## src/hw/rtl/lcs_pkg.sv

```systemverilog
// Shared types and constants of the lift controller scan unit.
`default_nettype none

package lcs_pkg;

   typedef enum logic [1:0] {
      MODE_IDLE    = 2'd0,
      MODE_UP      = 2'd1,
      MODE_DOWN    = 2'd2,
      MODE_SERVICE = 2'd3
   } mode_type;

   typedef enum logic [1:0] {
      DIR_STOP = 2'd0,
      DIR_UP   = 2'd1,
      DIR_DOWN = 2'd2
   } dir_type;

   localparam int CSR_INDEX_WIDTH = 4;
   localparam int CSR_DATA_WIDTH  = 16;

   localparam logic [CSR_INDEX_WIDTH-1:0] CSR_DOOR_HOLD_TICKS   = 4'd0;
   localparam logic [CSR_INDEX_WIDTH-1:0] CSR_OBSTRUCT_DISTANCE = 4'd1;

   localparam logic [15:0] DOOR_HOLD_RESET = 16'd60;
   localparam logic [9:0]  OBSTRUCT_RESET  = 10'd10;
   localparam logic [15:0] COUNTER_MAX     = 16'hFFFF;

   // Only the three lowest floors have limit switches.
   localparam int SWITCH_COUNT = 3;

   typedef struct packed {
      logic [2:0] floor_switches;
      logic       request_valid;
      logic [3:0] request_floor;
      logic [9:0] door_distance;
   } req_type;

   typedef struct packed {
      logic       motor_up;
      logic       motor_down;
      logic       door_open;
      logic [1:0] floor_now;
      logic [1:0] mode;
      logic [2:0] pending;
   } rsp_type;

   typedef struct packed {
      logic [15:0] door_hold_ticks;
      logic [9:0]  obstruct_distance;
   } cfg_type;

   typedef struct packed {
      mode_type    lift_mode;
      dir_type     motor_dir;
      logic        prefer_up;
      logic [15:0] door_counter;
   } ctrl_type;

endpackage

`default_nettype wire

```

## src/hw/rtl/lcs_csr.sv

```systemverilog
// Configuration registers of the lift controller scan unit.
`default_nettype none

module lcs_csr (
   input  wire logic                                  clock,
   input  wire logic                                  reset,
   input  wire logic                                  csr_valid,
   output      logic                                  csr_ready,
   input  wire logic [lcs_pkg::CSR_INDEX_WIDTH-1:0]   csr_index,
   input  wire logic [lcs_pkg::CSR_DATA_WIDTH-1:0]    csr_data,
   output      lcs_pkg::cfg_type                      cfg
);

   lcs_pkg::cfg_type cfg_ff;
   lcs_pkg::cfg_type cfg_in;

   assign csr_ready = 1'b1;
   assign cfg       = cfg_ff;

   always_comb begin
      cfg_in = cfg_ff;
      if (csr_valid) begin
         case (csr_index)
            lcs_pkg::CSR_DOOR_HOLD_TICKS: begin
               cfg_in.door_hold_ticks = csr_data;
            end
            lcs_pkg::CSR_OBSTRUCT_DISTANCE: begin
               cfg_in.obstruct_distance = csr_data[9:0];
            end
            default: begin
               cfg_in = cfg_ff;
            end
         endcase
      end
   end

   always_ff @(posedge clock) begin
      if (reset) begin
         cfg_ff.door_hold_ticks   <= lcs_pkg::DOOR_HOLD_RESET;
         cfg_ff.obstruct_distance <= lcs_pkg::OBSTRUCT_RESET;
      end else begin
         cfg_ff <= cfg_in;
      end
   end

endmodule

`default_nettype wire

```

## src/hw/rtl/lcs_step.sv

```systemverilog
// Next-state logic of the lift controller for one control tick.
`default_nettype none

module lcs_step #(
   parameter int FLOORS = 3,
   parameter int FW     = $clog2(FLOORS + 1)
) (
   input  wire lcs_pkg::req_type      item,
   input  wire lcs_pkg::cfg_type      cfg,
   input  wire lcs_pkg::ctrl_type     ctrl,
   input  wire logic [FW-1:0]         floor,
   input  wire logic [FLOORS-1:0]     requests,
   output      lcs_pkg::ctrl_type     ctrl_next,
   output      logic [FW-1:0]         floor_next,
   output      logic [FLOORS-1:0]     requests_next
);

   logic [FLOORS-1:0] latched;
   logic [FLOORS-1:0] at_floor;
   logic [FLOORS-1:0] above_floor;
   logic [FLOORS-1:0] below_floor;
   logic [FW-1:0]     seen_floor;
   logic              changed;
   logic              wanted_here;
   logic              any_above;
   logic              any_below;
   logic [15:0]       counter_inc;

   always_comb begin
      latched = requests;
      for (int f = 0; f < FLOORS; f++) begin
         if (item.request_valid && ({1'b0, item.request_floor} == 5'(f + 1))) begin
            latched[f] = 1'b1;
         end
      end
   end

   // The lowest pressed switch gives the floor; none pressed keeps the old one.
   always_comb begin
      seen_floor = floor;
      changed    = 1'b0;
      for (int i = lcs_pkg::SWITCH_COUNT - 1; i >= 0; i--) begin
         if ((i < FLOORS) && item.floor_switches[i]) begin
            seen_floor = FW'(i + 1);
         end
      end
      changed = (seen_floor != floor);
   end

   always_comb begin
      for (int f = 0; f < FLOORS; f++) begin
         at_floor[f]    = (seen_floor == FW'(f + 1));
         above_floor[f] = (FW'(f + 1) > seen_floor);
         below_floor[f] = (FW'(f + 1) < seen_floor);
      end
      wanted_here = |(latched & at_floor);
      any_above   = |(latched & above_floor);
      any_below   = |(latched & below_floor);
   end

   assign counter_inc = (ctrl.door_counter == lcs_pkg::COUNTER_MAX) ?
                        ctrl.door_counter : ctrl.door_counter + 16'd1;

   always_comb begin
      logic serve;
      serve         = 1'b0;
      ctrl_next     = ctrl;
      floor_next    = seen_floor;
      requests_next = latched;
      case (ctrl.lift_mode)
         lcs_pkg::MODE_IDLE: begin
            if (wanted_here) begin
               serve = 1'b1;
            end else if (ctrl.prefer_up) begin
               if (any_above) begin
                  ctrl_next.lift_mode = lcs_pkg::MODE_UP;
                  ctrl_next.motor_dir = lcs_pkg::DIR_UP;
               end else if (any_below) begin
                  ctrl_next.prefer_up = 1'b0;
                  ctrl_next.lift_mode = lcs_pkg::MODE_DOWN;
                  ctrl_next.motor_dir = lcs_pkg::DIR_DOWN;
               end
            end else begin
               if (any_below) begin
                  ctrl_next.lift_mode = lcs_pkg::MODE_DOWN;
                  ctrl_next.motor_dir = lcs_pkg::DIR_DOWN;
               end else if (any_above) begin
                  ctrl_next.prefer_up = 1'b1;
                  ctrl_next.lift_mode = lcs_pkg::MODE_UP;
                  ctrl_next.motor_dir = lcs_pkg::DIR_UP;
               end
            end
         end
         lcs_pkg::MODE_UP: begin
            if (changed && wanted_here) begin
               serve = 1'b1;
            end else if (seen_floor == FW'(FLOORS)) begin
               ctrl_next.motor_dir = lcs_pkg::DIR_STOP;
               ctrl_next.lift_mode = lcs_pkg::MODE_IDLE;
               ctrl_next.prefer_up = 1'b0;
            end
         end
         lcs_pkg::MODE_DOWN: begin
            if (changed && wanted_here) begin
               serve = 1'b1;
            end else if (seen_floor == FW'(1)) begin
               ctrl_next.motor_dir = lcs_pkg::DIR_STOP;
               ctrl_next.lift_mode = lcs_pkg::MODE_IDLE;
               ctrl_next.prefer_up = 1'b1;
            end
         end
         default: begin
            if (item.door_distance < cfg.obstruct_distance) begin
               ctrl_next.door_counter = 16'd0;
            end else begin
               ctrl_next.door_counter = counter_inc;
               if (counter_inc >= cfg.door_hold_ticks) begin
                  ctrl_next.lift_mode = lcs_pkg::MODE_IDLE;
               end
            end
         end
      endcase
      if (serve) begin
         ctrl_next.motor_dir    = lcs_pkg::DIR_STOP;
         ctrl_next.lift_mode    = lcs_pkg::MODE_SERVICE;
         ctrl_next.door_counter = 16'd0;
         requests_next          = latched & ~at_floor;
      end
   end

endmodule

`default_nettype wire

```

## src/hw/rtl/lift_controller_scan_unit.sv

```systemverilog
// Top level of the lift controller scan unit: item register, control state and result register.
// An accepted item waits in the item register until the result register is free; then the
// result of its step is registered. Throughput: one item per cycle while results are taken;
// the next-state step between the item and result registers sets this figure.
// Reset is synchronous and active high: idle at floor 1, upward preference, door counter zero,
// no requests, motor stopped, door hold 60 ticks and obstruction distance 10 cm.
`default_nettype none

module lift_controller_scan_unit #(
   parameter int FLOORS = 3
) (
   input  wire logic                                  clock,
   input  wire logic                                  reset,
   input  wire logic                                  req_valid,
   output      logic                                  req_ready,
   input  wire lcs_pkg::req_type                      req_data,
   output      logic                                  rsp_valid,
   input  wire logic                                  rsp_ready,
   output      lcs_pkg::rsp_type                      rsp_data,
   input  wire logic                                  csr_valid,
   output      logic                                  csr_ready,
   input  wire logic [lcs_pkg::CSR_INDEX_WIDTH-1:0]   csr_index,
   input  wire logic [lcs_pkg::CSR_DATA_WIDTH-1:0]    csr_data
);

   localparam int FW = $clog2(FLOORS + 1);

   lcs_pkg::cfg_type  cfg;

   logic              item_valid_ff;
   lcs_pkg::req_type  item_ff;
   logic              rsp_valid_ff;
   lcs_pkg::rsp_type  rsp_ff;
   lcs_pkg::rsp_type  rsp_in;

   lcs_pkg::ctrl_type ctrl_ff;
   lcs_pkg::ctrl_type ctrl_in;
   logic [FW-1:0]     floor_ff;
   logic [FW-1:0]     floor_in;
   logic [FLOORS-1:0] requests_ff;
   logic [FLOORS-1:0] requests_in;
   logic [FLOORS+2:0] pending_wide;
   logic              advance;

   lcs_csr u_csr (
      .clock     (clock),
      .reset     (reset),
      .csr_valid (csr_valid),
      .csr_ready (csr_ready),
      .csr_index (csr_index),
      .csr_data  (csr_data),
      .cfg       (cfg)
   );

   lcs_step #(
      .FLOORS (FLOORS),
      .FW     (FW)
   ) u_step (
      .item          (item_ff),
      .cfg           (cfg),
      .ctrl          (ctrl_ff),
      .floor         (floor_ff),
      .requests      (requests_ff),
      .ctrl_next     (ctrl_in),
      .floor_next    (floor_in),
      .requests_next (requests_in)
   );

   assign advance   = item_valid_ff && (!rsp_valid_ff || rsp_ready);
   assign req_ready = !item_valid_ff || advance;
   assign rsp_valid = rsp_valid_ff;
   assign rsp_data  = rsp_ff;

   assign pending_wide = {3'b000, requests_in};

   always_comb begin
      rsp_in.motor_up   = (ctrl_in.motor_dir == lcs_pkg::DIR_UP);
      rsp_in.motor_down = (ctrl_in.motor_dir == lcs_pkg::DIR_DOWN);
      rsp_in.door_open  = (ctrl_in.lift_mode == lcs_pkg::MODE_SERVICE);
      rsp_in.floor_now  = floor_in[1:0];
      rsp_in.mode       = ctrl_in.lift_mode;
      rsp_in.pending    = pending_wide[2:0];
   end

   always_ff @(posedge clock) begin
      if (reset) begin
         item_valid_ff <= 1'b0;
         rsp_valid_ff  <= 1'b0;
      end else begin
         if (req_valid && req_ready) begin
            item_valid_ff <= 1'b1;
         end else if (advance) begin
            item_valid_ff <= 1'b0;
         end
         if (advance) begin
            rsp_valid_ff <= 1'b1;
         end else if (rsp_ready) begin
            rsp_valid_ff <= 1'b0;
         end
      end
   end

   always_ff @(posedge clock) begin
      if (req_valid && req_ready) begin
         item_ff <= req_data;
      end
      if (advance) begin
         rsp_ff <= rsp_in;
      end
   end

   always_ff @(posedge clock) begin
      if (reset) begin
         ctrl_ff.lift_mode    <= lcs_pkg::MODE_IDLE;
         ctrl_ff.motor_dir    <= lcs_pkg::DIR_STOP;
         ctrl_ff.prefer_up    <= 1'b1;
         ctrl_ff.door_counter <= 16'd0;
         floor_ff             <= FW'(1);
         requests_ff          <= '0;
      end else if (advance) begin
         ctrl_ff     <= ctrl_in;
         floor_ff    <= floor_in;
         requests_ff <= requests_in;
      end
   end

endmodule

`default_nettype wire

```

## config.mk

```make
export PLATFORM = sky130hd
export DESIGN_NAME = lift_controller_scan_unit
export DESIGN_NICKNAME = d
export VERILOG_FILES = /design/src/hw/rtl/lcs_pkg.sv /design/src/hw/rtl/lcs_csr.sv /design/src/hw/rtl/lcs_step.sv /design/src/hw/rtl/lift_controller_scan_unit.sv
export SDC_FILE = /design/constraint.sdc
export NUM_CORES = 1
export LEC_CHECK = 0
export ABC_CLOCK_PERIOD_IN_PS = 4350
export BUFFER_PORTS_ARGS = -buffer_cell sky130_fd_sc_hd__buf_4
export CAP_MARGIN = 30
export CORE_MARGIN = 2
export CORE_UTILIZATION = 45
export CTS_CLUSTER_DIAMETER = 100
export DETAILED_ROUTE_END_ITERATION = 10
export PLACE_DENSITY_LB_ADDON = 0.3
export REMOVE_ABC_BUFFERS = 1
export SETUP_SLACK_MARGIN = 0.15
export SYNTH_ARGS = -nofsm -noshare
export SYNTH_HDL_FRONTEND = slang
export SYNTH_SLANG_ARGS = --single-unit
```

## constraint.sdc

```tcl
create_clock -name clock -period 4.35 [get_ports clock]
set_clock_uncertainty 0.05 [all_clocks]
set_input_delay 0.435 -clock clock [delete_from_list [all_inputs] [get_ports clock]]
set_output_delay 0.435 -clock clock [all_outputs]
set_load 0.05 [all_outputs]
```

Word-level counts from Yosys, hierarchy flattened
Cells that the tools add are included.
- register bits after elaboration: 82
- output and inout bits: 13
- $add $sub $neg: 1
- magnitude comparators: 8
- equality and inequality tests: 20
- mux-type cells: 35
- bitwise gates (word level): 5
- reductions and logical operators: 24
- operators with widths (cell ; number):
    16-bit two-way mux ; 4
    5-bit two-way mux ; 8
    16-bit by 1-bit adder with 16-bit output (second input constant) ; 1
    16-bit == test (second input constant) ; 1
    16-bit >= comparator ; 1
    3-bit bitwise AND ; 4
    4-bit two-way mux ; 3
    3-bit OR reduction ; 4
    1-bit two-way mux ; 11
    2-bit == test (second input constant) ; 5
    10-bit < comparator ; 1
    2-bit two-way mux ; 5
    3-bit case mux with 3 select lines ; 1
    4-bit by 1-bit == test with 1-bit output (second input constant) ; 2
    4-bit by 2-bit == test with 1-bit output (second input constant) ; 2
    7-bit AND reduction ; 1
    2-bit by 1-bit == test with 1-bit output (second input constant) ; 3
    1-bit logical AND ; 6
    2-bit by 1-bit != test with 1-bit output (second input constant) ; 3
    2-bit != test (second input constant) ; 3
    2-bit case mux with 3 select lines ; 1
    2-bit AND reduction ; 3
    2-bit > comparator (first input constant) ; 2
    4-bit logical NOT ; 1
    13 further kinds ; 17

Logic depth before layout (Yosys ltp)
- depth after elaboration: 13
- mapped depth: 16

Cells and area by module
From an unflattened synthesis, not the netlist that was laid out.
- cells, all modules: 547
- area total of the unflattened synthesis: 5162.5 µm²
- modules (own cells, without submodules) (module ; times used ; cells each ; area an instance (µm²) ; sequential area each (µm²)):
    lift_controller_scan_unit ; 1 ; 154 ; 2100.8 ; 1401.3
    lcs_step ; 1 ; 283 ; 1931.9 ; 0.0
    lcs_csr ; 1 ; 110 ; 1129.8 ; 520.5

Worst setup path before layout
Ideal clock, no wire load.
- kind: register to register
- from: reg ctrl_ff[0] in the netlist's numbering
- to: reg rsp_ff, in the netlist rsp_data[7], data pin
- setup time: 0.157 ns
- data arrival time: 3.084 ns
- data required time: 4.143 ns
- slack: 1.059 ns
- stages on the path, launching flop included: 17
- path buffers: 2
- clock period less this slack: 3.291 ns
- cell sequence: dfxtp_1 ha_1 and3_1 clkbuf_1 nand4_1 clkbuf_1 nand2_1 nor2_1 xnor2_1 ha_1 nand4_1 nor3_1 a2111oi_0 o21ai_0 o2bb2ai_1 o21ai_0 a32oi_1
- RTL lines (item ; line ; source):
    start, declared ; lift_controller_scan_unit.sv:36 ; lcs_pkg::ctrl_type ctrl_ff;
    start signal, assigned ; lift_controller_scan_unit.sv:121 ; ctrl_ff <= ctrl_in;
    end signal, assigned ; lift_controller_scan_unit.sv:108 ; rsp_ff <= rsp_in;
    end, declared ; lift_controller_scan_unit.sv:33 ; lcs_pkg::rsp_type rsp_ff;

==> results_dict.tcl <==
set metrics [dict create \
    run_status "finished clean" \
    clkLatencyLatePin_ns 0.36 \
    place.port_buffers 54 \
    number_of_h_tree_levels 3 \
    rows 35 \
    critical_path_arrival_ns 3.77 \
    synth_async_sr_flop_share 0 \
    avgSynthCellArea_sq_um 9.240 \
    worst_setup_hold_path_clk_slew_ns 0.09 \
    route.vias.total 3487 \
    timing.final.crit_period_ns 3.627 \
    final_layout_size_suffix_gt1_frac 0.1705 \
    pin_count_of_the_biggest_net_entering_global_routing 48 \
    synth_sequential_area_ratio 0.4473 \
    critical-path-slowest-cell "sky130_fd_sc_hd__dfxtp_1" \
    worst-path-max-fanout 8 \
    cp.buffers_inverters 1 \
    most-common-layout-cells "sky130_fd_sc_hd__buf_4 (60), sky130_fd_sc_hd__dfxtp_1 (54), sky130_fd_sc_hd__nand2_1 (50)" \
    setup-violations-final 0 \
    edff_count_synth 28 \
    syn_inst 465 \
    tritoncts.num_buffers 9 \
    dp_hpwl_um 6609 \
    detail_route.drc_violations 0 \
    n_antenna_cell 0 \
    filler_cell_count 829 \
    drt-pass1-iter-count 4 \
    crit_chain "ha_1 > and3_1 > nand4_1 > buf_4 > nand3_1 > nor3_1 > xor2_1 > ha_1 > nand4_1 > nor3_1 > a2111oi_0 > o21ai_0 > o2bb2ai_1 > o21ai_0 > a32oi_1" \
    area_added_between_synthesis_and_finish_pct 17.41 \
    drtAntennaViolNets 0 \
    layout_commonest_cell "sky130_fd_sc_hd__buf_4" \
    setup_tns_ns 0 \
    clock_tree.buffer_depth 2 \
    cts_repair_resize_count 0 \
    yosysTopAreaCell "sky130_fd_sc_hd__dfxtp_1" \
    cts_hold_buf 0 \
    rsz0062_at_grt "false" \
    fmax_mhz 275.7 \
    route.detailed.wl_per_inst_um 13.80 \
    ys_ff_latch 82 \
    slew_headroom 0.4933 \
    power.leakage_uw 0.002106 \
    postSynth.topFlopCell "sky130_fd_sc_hd__dfxtp_1" \
    synth_top_cell_area_share 0.2516 \
    design.die.area_sq_um 10350 \
    global_route_wire_length_before_repair_um 15090 \
    gpl.final_weighted_congestion 0.8507 \
    clock-sinks 82 \
    worst_setup_ep_type "register" \
    first_global_vias 3312 \
    core_area_sq_um 9240 \
    cp_slowest_stage_delay_ns 0.36 \
    setup_repair_bufs_after_cts 0 \
    crit_type "reg -> reg" \
    clock_tree_from_tritoncts "built" \
    timing.critical_path.from_type "register" \
    remaining_global_route_overflow 0 \
    pwr_density_cell_nw_per_um2 306.9 \
    globalRouteTotalUtil 0.1853 \
    routed_vias_inst 5.356 \
    hold_ws_ns 0.1952 \
    yosys_warnings 0 \
    drt_wl_total_um 8981 \
    vdd.ir_drop.worst_v 0.0001565 \
    initial_cell_density_of_the_core 0.4650 \
    grt_antenna_before_repair 0 \
    dieWidth_um 101.7 \
    critical_path.top_delay_family "compound AO/OA/AOI/OAI gates" \
    design.final.nets 590 \
    worst-endpoint-required_ns 4.49 \
    synth_area_leaders "sky130_fd_sc_hd__dfxtp_1 (25%), sky130_fd_sc_hd__edfxtp_1 (20%), sky130_fd_sc_hd__ha_1 (8.7%)" \
    synth.distinct_cells 61 \
    tightest_hold_check_type "in -> reg" \
    layout_worst_path_cycle_share 0.8338 \
    report.final.slew_viol_count 0 \
    worstMarginPinSlew_ns 0.7592 \
    netlist_area_sq_um 4297 \
    root_buffer "sky130_fd_sc_hd__clkbuf_8" \
    dieHeight_um 101.7 \
    top_level_i_o_count 56 \
    initial_detailed_routing_violation_count 215 \
    timing_hold_violations_final 0 \
    max_cap_viol_count 0 \
]
-- kinds of logic (layout without fill, tap and decap cells) --
logic type | after synthesis | in the layout | share of synthesized area
buffers and inverters | 57 | 114 | 0.05184
adders and majority gates | 31 | 31 | 0.08969
muxes | 10 | 10 | 0.02359
other | 1 | 1 | 0.0008728
and+or+nand+nor | 147 | 147 | 0.1666
xor gates and xnor gates | 11 | 11 | 0.02242
DFF | 82 | 82 | 0.4473
AOI/OAI and AO/OA | 126 | 126 | 0.1977
-- report_power, final --
part	switching [uW]	total, uW	internal [uW]
registers	12.8	827	815
logic	82.6	143	60.2
clock network	279	578	300
total	374	1550	1170
-- synth_stat cells (all sizes together), types with 7 or more instances --
cell type / n
clkbuf: 14
nand3: 9
edfxtp: 28
ha: 30
mux2i: 9
inv: 38
nand4: 7
o21ai: 19
a21oi: 35
nor2: 32
dfxtp: 54
nand2b: 9
a22o: 8
a31oi: 12
nand2: 50
xnor2: 7
a211o: 7
nor3: 9
a21o: 9
and3: 8
-- area by class of cell --
type | instances | area, sq um | area share
Clock inverter | 6 | 61.31 | 0.01215
Inverter | 38 | 142.6 | 0.02827
Timing Repair Buffer | 60 | 450.4 | 0.08929
Clock buffer | 10 | 148.9 | 0.02951
Multi-Input combinational cell | 326 | 2158 | 0.4278
Tap cell | 129 | 161.4 | 0.03199
Sequential cell | 82 | 1922 | 0.3810
-- per-stage QoR --
stage / utilization / worst slack [ns] / power, uW / area [sq um] / cells
5_1_grt: 0.5460 / 0.2265 / 1622 / 5045 / 651
3_5_place_dp: 0.5200 / 0.4188 / 988.5 / 4805 / 631
3_3_place_gp: 0.5200 / 0.6665 / 984.1 / 4805 / 631
6_report: 0.5460 / 0.7230 / 1548 / 5045 / 651
2_1_floorplan: - / 1.025 / 922.3 / 4217 / 446
4_1_cts: 0.5427 / 0.3682 / 1567 / 5015 / 647
-- flip-flops by register name, summed over array words and instances (netlist names) --
name	cells
ctrl_ff	21
floor_ff	2
item_ff	18
item_valid_ff	1
requests_ff	3
rsp_data	10
rsp_valid	1
u_csr.cfg	26
-- per-layer routing --
metal / global-route usage / vias to the layer above / wire, um / part of all wire
met2: 0.2900 / 99 / 4147 / 0.46
met1: 0.2541 / 1593 / 4204 / 0.47
met5: 0 / - / 0 / 0
li1: - / 1781 / - / -
met4: 0.07277 / 0 / 148 / 0.016
met3: 0.03451 / 14 / 480 / 0.053
-- final timing paths --
| check | start | endpoint | slack, ns | depth (start not counted) |
|---|---|---|---|---|
| worst max-delay path | ctrl_ff[0]$_SDFFE_PP0P_ | rsp_data[7]$_DFFE_PP_ | 0.72 | 15 |
| worst min register to register | u_csr.cfg[11]$_SDFFE_PP0P_ | u_csr.cfg[11]$_SDFFE_PP0P_ | 0.41 | 2 |
| worst min-delay path | req_data[3] | item_ff[3]$_DFFE_PP_ | 0.20 | 1 |
| worst max register to register | ctrl_ff[0]$_SDFFE_PP0P_ | rsp_data[7]$_DFFE_PP_ | 0.72 | 15 |
-- worst register-to-register path: cells and delay by family (launching register included) --
| family | cells | cell delay (ns) |
|---|---|---|
| compound gates | 5 | 1.16 |
| simple gates | 6 | 1.05 |
| fa+ha+maj | 2 | 0.50 |
| flops | 1 | 0.36 |
| xor+xnor | 1 | 0.19 |
| buf+inv | 1 | 0.16 |
(Power assumes the default switching activity.)
